===== src/sv/gge_pkg.sv =====
package gge_pkg;

  localparam int MAX_WIDTH  = 1024;
  localparam int MAX_HEIGHT = 1024;
  localparam int FRAC_BITS  = 4;

  localparam int PIX_W  = 8 + FRAC_BITS;
  localparam int COL_W  = $clog2(MAX_WIDTH);
  localparam int ROW_W  = $clog2(MAX_HEIGHT);
  localparam int DIM_W  = 11;
  localparam int IDX_W  = 22;
  localparam int NODE_W = 20;

  localparam int S_TDATA_W = ((PIX_W + 7) / 8) * 8;
  localparam int EDGE_W    = IDX_W + 2 * NODE_W + PIX_W;
  localparam int M_TDATA_W = ((EDGE_W + 7) / 8) * 8;

  localparam int CFG_ADDR_W  = 3;
  localparam int REG_SEL_BIT = 2;
  localparam int APB_DATA_W  = 32;

  localparam logic REG_WIDTH  = 1'b0;
  localparam logic REG_HEIGHT = 1'b1;

  localparam logic [DIM_W-1:0] RESET_WIDTH  = DIM_W'(640);
  localparam logic [DIM_W-1:0] RESET_HEIGHT = DIM_W'(480);
  localparam logic [DIM_W-1:0] MIN_DIM      = DIM_W'(2);

  // cycles after reset or a register write until the offsets are valid
  localparam int SETTLE_W = 2;
  localparam logic [SETTLE_W-1:0] SETTLE_CYCLES = SETTLE_W'(2);

  localparam int EDGE_KINDS = 4;

  // emission order of the edges that close at one pixel
  typedef enum logic [1:0] {
    EK_RIGHT,
    EK_UPRIGHT,
    EK_DOWN,
    EK_DOWNRIGHT
  } edge_kind_t;

  // position of each edge inside the four-slot group of an interior pixel
  localparam logic [1:0] SLOT_RIGHT     = 2'd0;
  localparam logic [1:0] SLOT_DOWN      = 2'd1;
  localparam logic [1:0] SLOT_DOWNRIGHT = 2'd2;
  localparam logic [1:0] SLOT_UPRIGHT   = 2'd3;

  typedef struct packed {
    logic [COL_W-1:0] wm1;
    logic [ROW_W-1:0] hm1;
    logic [IDX_W-1:0] offs0;
    logic [IDX_W-1:0] offs1;
    logic [IDX_W-1:0] offs2;
  } geom_t;

  typedef struct packed {
    logic [PIX_W-1:0]  c;
    logic [PIX_W-1:0]  left;
    logic [PIX_W-1:0]  above;
    logic [PIX_W-1:0]  up_left;
    logic [PIX_W-1:0]  upright;
    logic [COL_W-1:0]  x;
    logic [ROW_W-1:0]  y;
    logic [NODE_W-1:0] p;
    logic [NODE_W-1:0] qa;
    logic [NODE_W-1:0] qb;
  } pix_t;

  typedef struct packed {
    logic [PIX_W-1:0]  weight;
    logic [NODE_W-1:0] node_b;
    logic [NODE_W-1:0] node_a;
    logic [IDX_W-1:0]  index;
  } edge_t;

  function automatic logic [DIM_W-1:0] clamp_dim(input logic [DIM_W-1:0] v,
                                                 input logic [DIM_W-1:0] maxv);
    logic [DIM_W-1:0] r;
    if (v < MIN_DIM) begin
      r = MIN_DIM;
    end else if (v > maxv) begin
      r = maxv;
    end else begin
      r = v;
    end
    return r;
  endfunction

  function automatic logic [PIX_W-1:0] absdiff(input logic [PIX_W-1:0] a,
                                               input logic [PIX_W-1:0] b);
    return (a > b) ? (a - b) : (b - a);
  endfunction

  function automatic logic [EDGE_KINDS-1:0] edge_mask(input logic [COL_W-1:0] x,
                                                      input logic [ROW_W-1:0] y,
                                                      input logic [COL_W-1:0] wm1);
    logic [EDGE_KINDS-1:0] m;
    m               = '0;
    m[EK_RIGHT]     = (x != '0);
    m[EK_UPRIGHT]   = (y != '0) && (x != wm1);
    m[EK_DOWN]      = (y != '0);
    m[EK_DOWNRIGHT] = (y != '0) && (x != '0);
    return m;
  endfunction

endpackage


===== src/sv/gge_cfg.sv =====
module gge_cfg (
  input  logic                             clk,
  input  logic                             rst,
  input  logic                             psel,
  input  logic                             penable,
  input  logic                             pwrite,
  input  logic [gge_pkg::CFG_ADDR_W-1:0]   paddr,
  input  logic [gge_pkg::APB_DATA_W-1:0]   pwdata,
  output logic [gge_pkg::APB_DATA_W-1:0]   prdata,
  output logic                             pready,
  output gge_pkg::geom_t                   geom,
  output logic                             cfg_wr
);
  import gge_pkg::*;

  logic [DIM_W-1:0]  width_reg;
  logic [DIM_W-1:0]  height_reg;
  logic [DIM_W-1:0]  w_eff;
  logic [DIM_W-1:0]  h_eff;
  logic [COL_W-1:0]  wm1;
  logic [ROW_W-1:0]  hm1;
  logic [ROW_W-1:0]  hm2;
  logic [NODE_W-1:0] area;
  logic [IDX_W-1:0]  wm1_3;
  logic [IDX_W-1:0]  wm1_5;
  logic [IDX_W-1:0]  prod;
  logic [IDX_W-1:0]  offs1;
  logic [IDX_W-1:0]  offs2;
  logic              reg_sel;

  assign pready  = 1'b1;
  assign cfg_wr  = psel && penable && pwrite;
  assign reg_sel = paddr[REG_SEL_BIT];

  always_ff @(posedge clk) begin
    if (rst) begin
      width_reg  <= RESET_WIDTH;
      height_reg <= RESET_HEIGHT;
    end else if (cfg_wr) begin
      unique case (reg_sel)
        REG_WIDTH:  width_reg  <= pwdata[DIM_W-1:0];
        REG_HEIGHT: height_reg <= pwdata[DIM_W-1:0];
      endcase
    end
  end

  always_comb begin
    unique case (reg_sel)
      REG_WIDTH:  prdata = APB_DATA_W'(width_reg);
      REG_HEIGHT: prdata = APB_DATA_W'(height_reg);
    endcase
  end

  assign w_eff = clamp_dim(width_reg, DIM_W'(MAX_WIDTH));
  assign h_eff = clamp_dim(height_reg, DIM_W'(MAX_HEIGHT));
  assign wm1   = COL_W'(w_eff - DIM_W'(1));
  assign hm1   = ROW_W'(h_eff - DIM_W'(1));
  assign hm2   = ROW_W'(h_eff - MIN_DIM);

  assign area  = NODE_W'(wm1) * NODE_W'(hm2);
  assign wm1_3 = IDX_W'(wm1) + IDX_W'({wm1, 1'b0});
  assign wm1_5 = IDX_W'(wm1) + IDX_W'({wm1, 2'b00});

  // top-row block starts after four slots per interior pixel
  always_ff @(posedge clk) begin
    prod  <= IDX_W'({area, 2'b00});
    offs1 <= prod + wm1_3;
    offs2 <= prod + wm1_5;
  end

  always_comb begin
    geom.wm1   = wm1;
    geom.hm1   = hm1;
    geom.offs0 = prod;
    geom.offs1 = offs1;
    geom.offs2 = offs2;
  end

endmodule


===== config.mk =====
export PLATFORM = sky130hd
export DESIGN_NAME = gge_cfg
export DESIGN_NICKNAME = d
export VERILOG_FILES = /design/src/sv/gge_pkg.sv /design/src/sv/gge_cfg.sv
export SDC_FILE = /design/constraint.sdc
export NUM_CORES = 1
export LEC_CHECK = 0
export BUFFER_PORTS_ARGS = -buffer_cell sky130_fd_sc_hd__buf_4
export CAP_MARGIN = 20
export CORE_AREA = 2 2 122 124
export DETAILED_ROUTE_END_ITERATION = 8
export DIE_AREA = 0 0 124 126
export PLACE_DENSITY = 0.94
export SLEW_MARGIN = 15
export SYNTH_ARGS = -nofsm -noshare
export SYNTH_HDL_FRONTEND = slang
export SYNTH_SLANG_ARGS = --single-unit

===== constraint.sdc =====
create_clock -name clk -period 13.78 [get_ports clk]
set_input_delay 1.378 -clock clk [delete_from_list [all_inputs] [get_ports clk]]
set_output_delay 1.378 -clock clk [all_outputs]
set_load 0.02 [all_outputs]

Yosys cells after proc, flatten, opt, wreduce, memory -nomap -nowiden

Index checks and enable logic that the tools add are counted.

Muxes and demuxes: 5
Div/mod/pow operators: 0
Equality and inequality tests: 0
$lt $le $gt $ge: 4
Bitwise logic cells: 1
Add/sub/neg operators: 7
Multiply operators: 1
Shift operators: 0
Reduce and logical (&&, ||, !) cells: 4

Operator list:

| cell                                                                   | count |
|---|---|
| 32-bit case mux with 2 select lines                                    | 1 |
| 10-bit two-way mux                                                     | 4 |
| 22-bit by 12-bit adder with 22-bit output                              | 1 |
| 22-bit by 13-bit adder with 22-bit output                              | 1 |
| 11-bit greater-than comparator (second input constant)                 | 2 |
| 11-bit by 2-bit < comparator with 1-bit output (second input constant) | 2 |
| 10-bit by 10-bit multiplier with 20-bit output                         | 1 |
| 10-bit by 1-bit subtractor with 10-bit output (second input constant)  | 2 |
| 10-bit by 12-bit adder with 13-bit output                              | 1 |
| 10-bit by 11-bit adder with 12-bit output                              | 1 |
| 10-bit by 2-bit subtractor with 10-bit output (second input constant)  | 1 |
| 2-bit AND reduction                                                    | 2 |
| 1-bit logical AND                                                      | 2 |
| 1-bit inverter                                                         | 1 |

Memory bits (read-only): 0
Memories: 0
Logic and storage cells: 27
Latch bits: 0
Register bits after elaboration: 86
Output and inout port bits: 120
Input bits: 40
Memory bits (writable): 0

Depth between registers and ports, before layout

Gate-level depths: netlist of run 1.

Depth after elaboration: 6
Mapped depth: 28
Mapped depth without buffers: 26

Worst setup path after synthesis of run 1

Ideal clock, no wire load.

Path kind: reg-to-reg
Start point: register width_reg[3]
End point: register prod[21]
Period minus slack after synthesis: 7.259 ns
Slack: 6.521 ns
Arrival time: 7.109 ns
Library setup time: 0.150 ns
Cell stages (with the launch flop): 27
Path buffers: 2
Data required time: 13.630 ns
Cell sequence: dfxtp_1 buf_6 or3_4 or3_4 o311a_1 buf_6 inv_2 ha_1 xnor2_1 inv_1 or2_2 fa_1 inv_1 ha_1 inv_1 fa_1 inv_1 fa_1 inv_1 fa_1 inv_1 ha_1 o21ai_0 a21o_1 a21oi_1 o41ai_1 o221ai_1

RTL lines:

| item                   | RTL line      | RTL |
|---|---|---|
| from (decl)            | gge_cfg.sv:16 | `logic [DIM_W-1:0] width_reg;` |
| from (signal assigned) | gge_cfg.sv:41 | `REG_WIDTH: width_reg <= pwdata[DIM_W-1:0];` |
| to (signal assigned)   | gge_cfg.sv:66 | `prod <= IDX_W'({area, 2'b00});` |
| to (decl)              | gge_cfg.sv:26 | `logic [IDX_W-1:0] prod;` |

Worst setup path after layout of run 1

Start point: register height_reg[4]
End point: register prod[21]

Cells in the longest elaborated chain, start to end: 5
Elaborated cells on any way between the ends: 6
Those cells by class: add/sub (1); mul (1); order compare (2); mux (2)

RTL lines:

| item                                               | RTL line      | RTL |
|---|---|---|
| from (decl)                                        | gge_cfg.sv:17 | `logic [DIM_W-1:0] height_reg;` |
| from (signal assigned)                             | gge_cfg.sv:42 | `REG_HEIGHT: height_reg <= pwdata[DIM_W-1:0];` |
| 11-bit greater-than comparator                     | gge_pkg.sv:82 | `end else if (v > maxv) begin` |
| 10-bit two-way mux                                 | gge_pkg.sv:82 |  |
| 10-bit two-way mux (*)                             | gge_pkg.sv:80 | `if (v < MIN_DIM) begin` |
| 10-bit by 2-bit subtractor with 10-bit output (*)  | gge_cfg.sv:58 | `assign hm2 = ROW_W'(h_eff - MIN_DIM);` |
| 10-bit by 10-bit multiplier with 20-bit output (*) | gge_cfg.sv:60 | `assign area = NODE_W'(wm1) * NODE_W'(hm2);` |
| via area[19]                                       | gge_cfg.sv:23 | `logic [NODE_W-1:0] area;` |

The timed path passes the listed nets; every way through them passes the cells marked *.
A chain may end at the register's enable or synchronous reset.

==> results.md, run 1 <==
* Ports at 160
* Req. time, crit path at approximately 14000 ps
* Final setup vio count at 0
* Die H at around 130 um
* Max Cap Viol at 0
* Reg2Reg Setup Slack at 5620 ps
* Final slew viol count at 0
* Crit path max fanout at 13
* Synth Area per Inst at about 8.6 um2
* Root buf cell: clkbuf_16
* Clock-pin slew on the worst setup and hold paths at approximately 60 ps
* Largest net degree at the start of global routing at 23
* Peak Freq at ~120 MHz
* Biggest register: offs2
* Crit-path cells: nor4_2 -> a31oi_1 -> or2_2 -> ha_1 -> nor2b_1 -> nand2_1 -> a32oi_1 -> nor2_1 -> fa_1 -> fa_1 -> inv_1 -> fa_1 -> inv_1 -> fa_1 -> inv_1 -> fa_1 -> inv_1 -> ha_1 -> o21ai_0 -> a21o_1 -> a21oi_1 -> o41ai_1 -> o221ai_1
* Final wirelength at a little over 20000 um
* DRC at 0
* First-pass GRT wire length at approximately 33000 um
* HPWL after DPL at 15300 um
* Total CTS buffers at 9
* GRT Overall Usage at 26.2%
* Final Hold Viols at 0
* Post-synth cell types at 68
* Ys async rst share at 0%
* RR Startpoint: height_reg[4]$_SDFFE_PP0P_
* Post-synthesis cell count at approximately 970
* Seq/Total Area, Yosys at between 20% and 30%
* CTS Hold Bufs at 0
* Setup TNS at 0 ps
* Initial core utilization at around three fifths
* Setup Buffers After CTS at 0
* Worst hold endpoint: width_reg[1]$_SDFFE_PP0P_
* Main combinational cell family by area after synthesis: adder cells
* R2r endpoint: prod[21]$_DFF_P_
* Drt initial violations at between 600 and 700
* FF+latch count, synth at between 80 and 90
* Synth Area in Compound Gates at about 13%
* Synthesis-to-layout area growth at 13.4%
* Worst path most repeated cell: fa_1
* Vias in the first global route at approximately 7000
* Xor and xnor fraction of the mapped netlist area at about 4.6%
* CP max-delay cell: nor4_2
* Critical Path AT at 8340 ps
* TritonCTS clock tree: yes
* Die area at about 16000 um2
* WS Path Type: flip-flop to flip-flop
* Hold Crit Start: width_reg[1]$_SDFFE_PP0P_
* Post-synthesis mux area share at under 10%
* Unrepaired setup endpoints after global routing: false
* Post-synthesis adder-cell area fraction at 31.4%
* Number of core rows at 44
* Fin crit period at ~8000 ps
* Yosys Warn Count at 0
* Area of the core at around 14000 um2
* Layout cells sized above 1 at between 10% and 20%
* Clock skew at 9.17 ps
* Synth Cell Area at between 8000 and 9000 um2
* Worst-margin pin slew at about 1100 ps
* Hold depth at 2
* Detailed Routing Iterations Pass 1 at 5
* Final nets at about 1300
* Die W at 124 um
* Port-buffer cells at between 100 and 150
* Initial antenna violation count at 0
* Type of origin of the critical path: flip-flop
* Clock buffer depth at 2
* Critical path's largest stage delay at approximately 840 ps
* Worst slew margin at roughly a quarter
* Sink Count at between 80 and 90
* Inserted Diodes at 0
* Post-synth EDFFs at 0
* Synth Area in Simple Gates at approximately a fifth
* Top FF cell, synth: dfxtp_1
* PostCTS Resize Cnt at 0
* Max reg flops at 22
* Vias at slightly above 7000
* Element type at the critical path end: flip-flop
* RePlAce Congestion at between 0.8 and 0.9
* Hold Crit Class: flip-flop to flip-flop
* Reg2reg path depth at 23
* Top flop regs: offs2 (22), offs1 (21), prod (20)
* Antenna-violating nets left at 0
* Post-DR wirelength/cell at approximately 16 um
* Clk_lat worst skew at 350 ps
* Grt ovf at 0
* Crit share post-route at approximately three fifths
* Via/cell ratio at around 5.8
* Outcome: finished, final reports clean
* H-Tree Depth at 3
## through the flow
stage / hold slack (ps) / worst slack [ps] / cell area [um2] / std cells / utilization [%]
4_1_cts: 537 / 5790 / 9490 / 1247 / 66.3
5_1_grt: 566 / 5240 / 9490 / 1247 / 66.3
2_1_floorplan: 462 / 6520 / 8450 / 991 / -
3_5_place_dp: 515 / 5830 / 9210 / 1231 / 64.3
3_3_place_gp: 500 / 5910 / 9210 / 1231 / 64.3
6_report: 542 / 5620 / 9490 / 1247 / 66.3
## synthesized netlist by cell type, drive strengths merged, types with 7 or more instances
cell | count | share of area [%]
a211oi | 10 | 0.96
a21o | 12 | 1.1
a21oi | 58 | 3.5
and2 | 7 | 0.52
buf | 30 | 2.7
clkbuf | 27 | 1.2
dfxtp | 85 | 20
fa | 80 | 19
ha | 82 | 12
inv | 102 | 4.6
mux2 | 15 | 2.0
nand2 | 105 | 4.7
nand2b | 27 | 2.0
nand3 | 15 | 0.90
nand3b | 9 | 0.81
nor2 | 75 | 3.4
nor2b | 14 | 1.0
nor3 | 25 | 1.6
nor3b | 8 | 0.72
o211ai | 12 | 1.1
o21a | 9 | 0.81
o21ai | 29 | 1.8
or2 | 10 | 0.75
or3 | 7 | 0.70
xnor2 | 28 | 2.9
xor2 | 16 | 1.7
## layer usage
| metal | global-route usage (%) | vias up | wire length, um | part of all wire, % |
|---|---|---|---|---|
| li1 | - | 3390 | - | - |
| met1 | 32.5 | 3428 | 7930 | 39 |
| met2 | 45.1 | 342 | 10100 | 50 |
| met3 | 4.17 | 70 | 1460 | 7.2 |
| met4 | 10.8 | 0 | 643 | 3.2 |
| met5 | 0 | - | 0 | 0 |
## critical path: cells and delay by family (launching register included)
kind	cells	cell delay, ps
fa+ha+maj	7	3270
compound gates	7	2310
simple gates	5	1740
flops	1	440
buf+inv	4	210
## worst max-delay path by stage
stage | start | to | slack (ps)
after floorplan | width_reg[3]$_SDFFE_PP0P_ | prod[21]$_DFF_P_ | 6520
after global placement | width_reg[5]$_SDFFE_PP0P_ | prod[21]$_DFF_P_ | 5910
after detailed placement | height_reg[4]$_SDFFE_PP0P_ | prod[21]$_DFF_P_ | 5830
after CTS | height_reg[4]$_SDFFE_PP0P_ | prod[21]$_DFF_P_ | 5790
after global routing | height_reg[4]$_SDFFE_PP0P_ | prod[21]$_DFF_P_ | 5240
final | height_reg[4]$_SDFFE_PP0P_ | prod[21]$_DFF_P_ | 5620
## area by class of cell
cell class              count  area, um2
fillers                  1047       4820
well taps                 184        230
clock inverters             6       47.5
repair buffers            113        848
inverters                 102        383
multi-input cells         747       6040
flip-flops and latches     85       1700
clock buffers              10        239
## cell usage in the layout, fill, tap and decap left out, types with 7 or more instances in the layout
master,netlist,final
buf_4,25,113
nand2_1,105,105
inv_1,101,101
dfxtp_1,85,85
ha_1,82,82
fa_1,80,80
nor2_1,75,75
a21oi_1,57,57
o21ai_0,28,28
xnor2_1,28,28
nand2b_1,27,27
nor3_1,24,24
conb_1,2,24
xor2_1,16,16
nand3_1,15,15
mux2_2,15,15
nor2b_1,14,14
a21o_1,12,12
o211ai_1,12,12
o21a_1,9,9
a211oi_1,9,9
or2_2,9,9
nand3b_1,9,9
clkbuf_16,0,9
nor3b_1,8,8
and2_1,7,7
## cell families (layout without fill, tap and decap cells)
family,Yosys count,count (layout)
other,2,24
XOR/XNOR,44,44
flip-flops,85,85
buffers and inverters,159,231
adder cells (fa/ha/maj),162,162
AND/OR/NAND/NOR,327,327
multiplexers,17,17
AO/OA/AOI/OAI,173,173
Power of run 1 is not shown: default switching activity piles up to over one toggle a cycle in this logic, so the estimate is an artifact.
==> run 2, diff against run 1 <==
ABC_AREA = 1   (was unset)
CORE_AREA = 2 2 128 130   (was 2 2 122 124)
DIE_AREA = 0 0 130 132   (was 0 0 124 126)
PLACE_DENSITY = 0.88   (was 0.94)
clock period = 7.2 ns   (was 13.78 ns; I/O delays follow)
==> run 2 against run 1 <==
Via count decreased by 0.97%. Final area decreased by 1.4%. Wire length decreased by 0.15%. Register-to-register slack worse by 5000 ps. Global-route usage shrank 1.8 points. Core utilization decreased by 6.8 points. Sequential share of layout area rose by 0.26 points. Non-clock buffer count is 6 higher. Critical path type unchanged. Critical endpoint is now prod[20]$_DFF_P_.
==> results.md, run 2 <==
* Final setup vio count at 0
* PostCTS Resize Cnt at 0
* Commonest non-fill, non-tap cell in the layout: nand2_1
* Synth Area per Inst at around 8.0 um2
* CP max-delay cell: fa_1
* Antenna-violating nets left at 0
* Initial antenna violation count at 0
* Setup Buffers After CTS at 0
* Synthesis-to-layout area growth at 15.6%
* DRC at 0
* Synth Cell Area at between 8000 and 9000 um2
* Worst-margin pin slew at 906 ps
* Critical path's largest stage delay at between 500 and 600 ps
* Post-synth top area share at a little over a fifth
* Clock buffer depth at 2
* Grt ovf at 0
* Area contributors post-synth: dfxtp_1 21%, fa_1 20%, ha_1 13%
* Root buf cell: clkbuf_16
* GRT Overall Usage at between 20% and 30%
* Top flop regs: offs2 (22), offs1 (21), prod (20)
* CTS Hold Bufs at 0
* Port-buffer cells at around 110
* Largest net degree at the start of global routing at 22
* Final Hold Viols at 0
* Commonest cells post-synth: 187 x nand2_1, 128 x nor2_1, 124 x inv_1, 85 x dfxtp_1, 82 x ha_1
* Req. time, crit path at 7500 ps
* Peak Freq at around 150 MHz
* HPWL after DPL at 16100 um
* Top FF cell, synth: dfxtp_1
* Die H at approximately 130 um
* H-Tree Depth at 3
* Crit-path leading delay family: adder cells
* Final slew viol count at 0
* Setup TNS at 0 ps
* Initial core utilization at about 50%
* Die area at roughly 17000 um2
* Gr busiest metal: met2
* Outcome: finished, final reports clean
* Number of core rows at 46
* Total CTS buffers at 9
* Type of origin of the critical path: flip-flop
* Die W at about 130 um
* Footprint of the multi-input gates at 5690 um2
* Fin crit period at between 6000 and 7000 ps
* Worst slew margin at about 39%
* Area of the core at ~16000 um2
* Via/cell ratio at between 5 and 6
* Drt initial violations at around 600
* Clock skew at roughly 6.6 ps
* Vias in the first global route at slightly above 7000
* Yosys Warn Count at 0
* WP buf/inv at 7
* Most common cell in the synthesized netlist: nand2_1
* Sink Count at 85
* Post-synth cell types at 40
* M1 GR Usage at 31.6%
* Sequential standard cell area at 1700 um2
* Hold Crit Start: prod[19]$_DFF_P_
* FF+latch count, synth at between 80 and 90
* Ys async rst share at 0%
* Unrepaired setup endpoints after global routing: false
* Worst setup path start: height_reg[4]$_SDFFE_PP0P_
* Post-synthesis cell count at 1016
* First-pass GRT wire length at between 30000 and 40000 um
* Most frequent cells in the layout: 187 x nand2_1, 128 x nor2_1, 124 x inv_1
* WS Path Type: flip-flop to flip-flop
* Layout cells sized above 1 at 16.1%
* Inserted Diodes at 0
* GR Util met2 at ~41%
* Clock-pin slew on the worst setup and hold paths at roughly 70 ps
* Hold Crit Class: flip-flop to flip-flop
* RR Startpoint: height_reg[4]$_SDFFE_PP0P_
* Crit share post-route at ~91%
* Max Cap Viol at 0
* Biggest area consumer among synthesized cells: dfxtp_1
* Detailed Routing Iterations Pass 1 at 5
* Final nets at around 1300
* Ports at 160
* Vias at a little over 7000
* Seq/Total Area, Yosys at between 20% and 30%
* Biggest register: offs2
* Fill count at 1315
* Crit path max fanout at 13
* TritonCTS clock tree: yes
* Post-DR wirelength/cell at approximately 15 um
* Critical Path AT at about 6900 ps
* Final wirelength at roughly 20000 um
* Element type at the critical path end: flip-flop
* Max reg flops at 22
* Met3 Use GR at 4.10%
* Post-synth EDFFs at 0
* Clk_lat worst skew at approximately 360 ps
* RePlAce Congestion at around 0.9
## run 2: cell count changes after synthesis, moves of 20 or more
cell      delta
clkbuf_1    -20
nand2_1     +82
nand2b_1    -27
nand3_1     +30
inv_1       +23
nor2_1      +53
xor2_1      +27
o21ai_0     +24
## run 2: worst paths after layout
| path | slack [ps] | end | cells past startpoint |
|---|---|---|---|
| max | 610 | prod[20]$_DFF_P_ | 29 |
| min | 500 | offs2[19]$_DFF_P_ | 2 |
| max reg2reg | 610 | prod[20]$_DFF_P_ | 29 |
| min reg2reg | 500 | offs2[19]$_DFF_P_ | 2 |
## run 2: kinds of logic (layout without fill, tap and decap cells)
| logic type | Yosys count | count (layout) | share of synthesized area, % |
|---|---|---|---|
| simple gates | 407 | 407 | 21.5 |
| xor+xnor | 59 | 59 | 6.39 |
| flops | 85 | 85 | 21.0 |
| buf+inv | 176 | 274 | 9.68 |
| fa+ha+maj | 162 | 162 | 32.5 |
| other cells | 2 | 24 | 0.0928 |
| compound gates | 125 | 125 | 8.89 |
## run 2: area by class of cell
| cell class | instances | share of cell area [%] |
|---|---|---|
| Clock buffer | 12 | 2.63 |
| Clock inverter | 4 | 0.334 |
| Inverter | 139 | 5.58 |
| Multi-Input combinational cell | 777 | 60.8 |
| Sequential cell | 85 | 18.2 |
| Tap cell | 216 | 2.89 |
| Timing Repair Buffer | 119 | 9.55 |
## run 2: through the flow
stage	instance area (um2)	cells	utilization, %	hold WS [ps]	worst slack (ps)
after floorplan	8180	1038	-	460	1300
after global placement	9080	1336	57.8	487	798
after detailed placement	9080	1336	57.8	492	715
after CTS	9360	1352	59.5	501	649
after global routing	9360	1352	59.5	536	119
final	9360	1352	59.5	499	614
## run 2: worst min-delay path: cells and delay by family, from the launching register on
family / cells / cell delay (ps)
AO/OA/AOI/OAI: 1 / 80
flip-flops: 1 / 330
AND/OR/NAND/NOR: 1 / 50
## run 2: metal layers
metal / share of wire, % / wire, um
met1: 42 / 8420
met2: 48 / 9720
met3: 7.6 / 1530
met4: 2.2 / 448
met5: 0 / 0
Power of run 2 is left out for the same reason.
